## src/sv/aesc_ram.sv

```systemverilog
`default_nettype none
module aesc_ram #(
	parameter int WIDTH = 32,
	parameter int DEPTH = 11
) (
	input  wire logic                     clk,
	input  wire logic                     we,
	input  wire logic [$clog2(DEPTH)-1:0] waddr,
	input  wire logic [WIDTH-1:0]         wdata,
	input  wire logic [$clog2(DEPTH)-1:0] raddr,
	output logic      [WIDTH-1:0]         rdata
);
	logic [WIDTH-1:0] mem_q [DEPTH];

	always_ff @(posedge clk) begin
		if (we) begin
			mem_q[waddr] <= wdata;
		end
		rdata <= mem_q[raddr];
	end
endmodule
`default_nettype wire

```

## config.mk

```make
export PLATFORM = sky130hd
export DESIGN_NAME = aesc_ram
export DESIGN_NICKNAME = d
export VERILOG_FILES = /design/src/sv/aesc_ram.sv
export SDC_FILE = /design/constraint.sdc
export NUM_CORES = 1
export LEC_CHECK = 0
export BUFFER_PORTS_ARGS = -buffer_cell sky130_fd_sc_hd__buf_4
export CORE_ASPECT_RATIO = 0.75
export CORE_MARGIN = 5
export CORE_UTILIZATION = 30
export DETAILED_ROUTE_END_ITERATION = 7
export PLACE_DENSITY = 0.47
export SKIP_LAST_GASP = 1
export SYNTH_ARGS = -nofsm -noshare
export SYNTH_HDL_FRONTEND = slang
export SYNTH_SLANG_ARGS = --single-unit
```

## constraint.sdc

```tcl
create_clock -name clk -period 7.42 [get_ports clk]
set_input_delay 1.484 -clock clk [delete_from_list [all_inputs] [get_ports clk]]
set_output_delay 1.484 -clock clk [all_outputs]
set_load 0.01 [all_outputs]
```

Word-level counts from Yosys, hierarchy flattened
Memories as Yosys holds them, arrays and structs flattened. A register that Yosys moved wholly into a read port is not among the register bits.
Index checks and enable logic that the tools add are counted.
{"block": "classes", "n_mux": 2}
{"operator": "2-to-1 mux 1 bit", "n": 2}
{"block": "totals", "regBits": 0, "mem_bits_rw": 352, "input_bits": 42, "output_inout_bits": 32, "n_memories": 1}
{"memory": "mem_q", "words": 11, "word_bits": 32, "read_ports": 1, "rd_clocked_by_memory_dff": 1, "write_ports": 1, "line": "13", "rtl": "logic [WIDTH-1:0] mem_q [DEPTH];"}

Longest topological paths before layout
Gate-level depths: netlist of the first run.
{"block": "logic_depth", "ltp_word": 2, "mapped_depth": 6}

Worst setup path before layout of the first run
No wires, ideal clock.
{"block": "synth_timing", "kind": "in2reg", "start": "input port waddr[3]", "end": "memory mem_q[0][0] (enable)", "setup_time_ns": 0.461, "arrival_time_ns": 4.203, "required_time_ns": 6.959, "path_slack_ns": 2.755, "stages": 2, "path_cell_list": "or3b_2 > nor3_1"}
{"item": "start, declared", "line": "8", "rtl": "input wire logic [$clog2(DEPTH)-1:0] waddr,"}
{"item": "end, declared", "line": "13"}
No word-level cell before the write port.

==> results.json, run 1 <==
{
  "drt-initial-drc-count": 483,
  "gp_congestion": 0.653,
  "clockBufferDepth": 3,
  "num_antenna_cells": 0,
  "die_height_um": 201,
  "syn-cell-area_sq_um": 14600,
  "wl_per_cell_um": 21.7,
  "hp-class": "register to register",
  "worstHoldStart": "mem_q[10][5]$_DFFE_PP_",
  "syn-instance-count": 770,
  "setup_viol": 0,
  "max_freq_mhz": 302,
  "numPortBuffers": 73,
  "syn_to_final_growth_pct": 16.9,
  "endpoint_kind": "register",
  "routed_wl_um": 33300,
  "layout.nets": 898,
  "dieArea_sq_um": 53400,
  "maxCapViolCount": 0,
  "cellPowerDensity_nw_per_um2": 263,
  "overflow": 0,
  "clock-skew-final_ps": 16.5,
  "synth_seq_cells": 384,
  "dr.pass1.iters": 5,
  "coreArea_sq_um": 48500,
  "synth_warnings": 0,
  "finalSetupTns_ps": 0,
  "r2r-start": "mem_q[9][3]$_DFFE_PP_",
  "pre_cts_slack_ps": 3490,
  "cts.sinks": 384,
  "grtUsageTotal": 0.123,
  "maxSlewViolCount": 0,
  "clk_pin_slew_ps": 60,
  "hold_end": "rdata[5]$_DFF_P_",
  "max-vdd-ir-drop_v": 0.000128,
  "drtAntennaViolNets": 0,
  "ys_seq_area_frac": 0.766,
  "rows": 70,
  "drive_gt1_frac": 0.283,
  "r2r-end": "rdata[3]$_DFF_P_",
  "path_max_fanout": 68,
  "required_ps": 7780,
  "grt_pass1_vias": 7332,
  "grt_pass1_wl_um": 49500,
  "relSlewSlack": 0.261,
  "vias": 7044,
  "critPathLaunchType": "input pin",
  "ios": 74,
  "syn_avg_cell_area_sq_um": 19.0,
  "vias_per_cell": 4.60,
  "clock-root-buffer": "clkbuf_16",
  "whs_path_depth": 3,
  "hold_violations": 0,
  "cts_buffers": 39,
  "crit_arrival_ps": 3670,
  "cts_hold_buf": 0,
  "post_cts_resized": 0,
  "timing.final.crit_share": 0.446,
  "grt_start_max_net_pins": 75,
  "dpl.hpwl_um": 16600,
  "synthesis.nets": 812,
  "p_leak_nw": 5.64,
  "crit_type": "input pin to register",
  "rsz0062_at_grt": "no",
  "r2r_slack_ps": 6260,
  "worstMarginPinSlew_ps": 1110,
  "antenna_found_initial": 0,
  "nFillCells": 4634,
  "clock_latency_ps": 530,
  "post-cts-setup-buffer-count": 0,
  "cts_tree": "built",
  "rr_worst_depth": 3,
  "drc_errors": 0,
  "finalCriticalPeriod_ps": 3310,
  "run_status": "finished, final reports clean",
  "fp.dieW_um": 265,
  "initial_core_util": 0.302,
  "setup_ws_ps": 4110,
  "h-tree-depth": 2,
  "ys_types": 24
}
## cells in the mapped netlist, drive strengths merged
library cell,number,area (sq um)
mux2i,64,641
nand2,2,7.51
nor2,9,33.8
mux2,96,1080
or3b,1,8.76
nand3b,2,15.0
buf,24,195
o22ai,32,200
dfxtp,32,641
a22o,32,280
nor2b,1,6.26
nor3,3,15.0
o211ai,32,255
clkbuf,21,78.8
nand2b,35,219
o31ai,32,395
edfxtp,352,10600
## metrics by stage
step	util	instance area, sq um	hold slack, ps	cells	total power, mW
after floorplan	-	14600	539	770	2.63
after global placement	0.329	16000	568	1463	2.75
after detailed placement	0.329	16000	574	1463	2.75
after CTS	0.353	17100	587	1531	4.58
after global routing	0.353	17100	609	1531	4.69
final	0.353	17100	584	1531	4.50
## sequential cells by signal (all words and copies together), names as in the netlist
signal  count
mem_q     352
rdata      32
## how the worst max path moves through the flow
| stage | start | to | slack (ps) | depth (start not counted) |
|---|---|---|---|---|
| floorplan | waddr[3] | mem_q[0][0]$_DFFE_PP_ | 2760 | 2 |
| global placement | raddr[1] | rdata[7]$_DFF_P_ | 3540 | 4 |
| detailed placement | raddr[1] | rdata[7]$_DFF_P_ | 3490 | 4 |
| CTS | raddr[1] | rdata[7]$_DFF_P_ | 4070 | 4 |
| global route | raddr[1] | rdata[7]$_DFF_P_ | 3920 | 4 |
| finish | raddr[1] | rdata[14]$_DFF_P_ | 4110 | 4 |
## report_power, final
group	internal, mW	leakage (nW)	switching (mW)
clock network	1.04	0.572	0.767
logic	0.107	1.62	0.154
registers	2.42	3.45	0.0180
## cells by family after synthesis
logic type | Yosys count | share of synthesized area
flops | 384 | 0.766
mux | 160 | 0.118
compound gates | 128 | 0.0772
simple gates | 53 | 0.0208
buf+inv | 45 | 0.0187
## critical path, cell delays in order
cell and delay (ps):
buf_4 680, nand2_2 870, o22ai_1 470, o31ai_2 100
## per-layer routing
| metal | up-vias | GRT usage | wire length [um] |
|---|---|---|---|
| met2 | 138 | 0.175 | 14200 |
| li1 | 3266 | - | - |
| met3 | 38 | 0.0240 | 1650 |
| met1 | 3602 | 0.194 | 17000 |
| met4 | 0 | 0.0270 | 460 |
| met5 | - | 0 | 0 |
## area by class of cell
class / count / area, sq um / area share
Clock buffer: 56 / 1110 / 0.0650
Clock inverter: 12 / 51.3 / 0.00300
Multi-Input combinational cell: 341 / 3250 / 0.190
Sequential cell: 384 / 11200 / 0.655
Tap cell: 648 / 811 / 0.0474
Timing Repair Buffer: 90 / 679 / 0.0397
## cell usage in the layout (no fill, tap or decap)
cell type,n
buf_4,89
nand2_2,1
nand2_1,1
buf_6,1
clkbuf_16,41
clkinv_2,5
nand3b_1,2
edfxtp_1,352
nor2b_4,1
mux2_1,35
or3b_2,1
dfxtp_1,32
mux2_2,61
o22ai_1,32
nor2_4,9
mux2i_1,64
o31ai_2,31
o211ai_2,3
clkbuf_8,3
nand2b_2,1
clkinv_1,7
o31ai_1,1
clkbuf_1,12
nand2b_1,34
a22o_1,32
nor3_2,3
o211ai_1,29
Power figures use the tool's default switching activity.
==> run 2: changes to the inputs <==
==> constraint.sdc (replaced) <==
create_clock -name clk -period 3.2 [get_ports clk]
set_input_delay 0.64 -clock clk [delete_from_list [all_inputs] [get_ports clk]]
set_output_delay 0.64 -clock clk [all_outputs]
set_load 0.01 [all_outputs]
==> run 2 against run 1 <==
Effect of this change:
- first-iteration DRC count down 20%
- worst hold slack worse by 220 ps
- clock skew down 2.1 ps
- critical path type unchanged
- die area unchanged
- highest routed layer unchanged
- clock power up 150%
- via count down 0.11%
- flip-flop and latch count unchanged
- critical endpoint is now mem_q[1][27]$_DFFE_PP_
==> results.json, run 2 (same netlist as run 1, synthesis figures left out) <==
{
  "r2r-end": "rdata[31]$_DFF_P_",
  "grt_pass1_wl_um": 47200,
  "finalSetupTns_ps": 0,
  "r2r_slack_ps": 1970,
  "antenna_found_initial": 0,
  "worstMarginPinSlew_ps": 813,
  "startpoint": "waddr[3]",
  "crit_type": "input pin to register",
  "maxSlewViolCount": 0,
  "ios": 74,
  "path_depth": 4,
  "final_cell_mix": "352 x edfxtp_1, 93 x buf_4, 64 x mux2i_1, 61 x mux2_2, 41 x clkbuf_16",
  "initial_core_util": 0.302,
  "hp-class": "input pin to register",
  "max_freq_mhz": 544,
  "dr.pass1.iters": 4,
  "finalCriticalPeriod_ps": 1840,
  "post-cts-setup-buffer-count": 0,
  "gp_congestion": 0.676,
  "coreArea_sq_um": 48500,
  "clockBufferDepth": 3,
  "largest_reg_flops": 352,
  "highest_layer": "met4",
  "p_leak_nw": 5.80,
  "num_antenna_cells": 0,
  "r2r-start": "mem_q[5][31]$_DFFE_PP_",
  "grt_start_max_net_pins": 65,
  "post_cts_resized": 0,
  "worstHoldStart": "wdata[8]",
  "wl_met2_um": 13700,
  "drtAntennaViolNets": 0,
  "required_ps": 3420,
  "final_common_cell": "edfxtp_1",
  "routed_wl_um": 30900,
  "run_status": "finished, final reports clean",
  "cts_hold_buf": 0,
  "setup_ws_ps": 1360,
  "clock_latency_ps": 530,
  "numPortBuffers": 73,
  "max-vdd-ir-drop_v": 0.000435,
  "crit_end": "mem_q[1][27]$_DFFE_PP_",
  "cts.sinks": 384,
  "maxCapViolCount": 0,
  "dpl.hpwl_um": 18200,
  "worstPathBufferInverterCount": 2,
  "drc_errors": 0,
  "cpMaxStageDelayCell": "or3b_2",
  "drt-initial-drc-count": 388,
  "rr_worst_depth": 3,
  "fp.dieW_um": 265,
  "critPathMaxStageDelay_ps": 590,
  "vias": 7036,
  "holdWs_ps": 364,
  "path_max_fanout": 20,
  "nFillCells": 4572,
  "overflow": 0,
  "dieArea_sq_um": 53400,
  "grtUsageTotal": 0.115,
  "placed_area_sq_um": 16200,
  "rsz0062_at_grt": "no",
  "endpoint_kind": "register",
  "rows": 70,
  "pre_cts_slack_ps": 794,
  "critPathLaunchType": "input pin",
  "setup_viol": 0,
  "crit_chain": "buf_4 -> or3b_2 -> nor2_4 -> buf_12",
  "relSlewSlack": 0.456,
  "vias_per_cell": 4.55,
  "met3WireLength_um": 1270,
  "cts_tree": "built",
  "die_height_um": 201,
  "timing.final.crit_share": 0.575,
  "cts_buffers": 40,
  "hold_violations": 0,
  "clock-skew-final_ps": 14.4,
  "syn_to_final_growth_pct": 19.0,
  "largestRegisters": "mem_q: 352 flops, rdata: 32 flops",
  "clock-root-buffer": "clkbuf_16",
  "drive_gt1_frac": 0.300,
  "crit_arrival_ps": 2060,
  "layout.nets": 911,
  "clk_pin_slew_ps": 60,
  "h-tree-depth": 2,
  "grt_pass1_vias": 7371,
  "wl_per_cell_um": 20.0,
  "final_area_sq_um": 17400,
  "critPathTopFamily": "simple AND/OR/NAND/NOR gates",
  "regMostFlops": "mem_q",
  "cellPowerDensity_nw_per_um2": 617,
  "m1WireLength_um": 15500
}
==> run 2: changes by cell type in the layout (fill, tap and decap cells not counted), sizes merged <==
cell / before / now
clkbuf: 56 / 47
clkinv: 12 / 21
bufinv: 0 / 3
buf: 90 / 102
clkinvlp: 0 / 1
==> run 2: per-stage QoR <==
stage | util | total power [mW] | cells
after floorplan | - | 6.09 | 770
after global placement | 0.333 | 6.39 | 1475
after detailed placement | 0.333 | 6.40 | 1475
after CTS | 0.359 | 10.9 | 1547
after global routing | 0.359 | 11.2 | 1547
final | 0.359 | 10.7 | 1547
==> run 2: report_power, final <==
| group | switching (mW) | internal (mW) | total, mW |
|---|---|---|---|
| clock network | 1.86 | 2.62 | 4.48 |
| logic | 0.365 | 0.266 | 0.631 |
| registers | 0.0326 | 5.61 | 5.64 |
| total | 2.25 | 8.50 | 10.7 |
==> run 2: final cells by class <==
cell class | instances | area [sq um] | share of cell area
multi-input cells | 341 | 3270 | 0.188
clock inverters | 25 | 193 | 0.0111
repair buffers | 102 | 870 | 0.0499
well taps | 648 | 811 | 0.0465
clock buffers | 47 | 1070 | 0.0613
flip-flops and latches | 384 | 11200 | 0.643
==> run 2: metal layers <==
metal  up-vias  GRT usage
met5         -          0
met4         0     0.0244
met3        30     0.0236
met2       113      0.176
met1      3598      0.170
li1       3295          -
==> run 2: worst min-delay path by stage <==
stage	cells past startpoint	slack, ps	to
final	1	360	mem_q[2][8]$_DFFE_PP_
after global routing	1	350	mem_q[2][8]$_DFFE_PP_
after floorplan	3	540	rdata[31]$_DFF_P_
after CTS	1	340	mem_q[9][8]$_DFFE_PP_
after global placement	3	580	rdata[24]$_DFF_P_
after detailed placement	3	580	rdata[16]$_DFF_P_
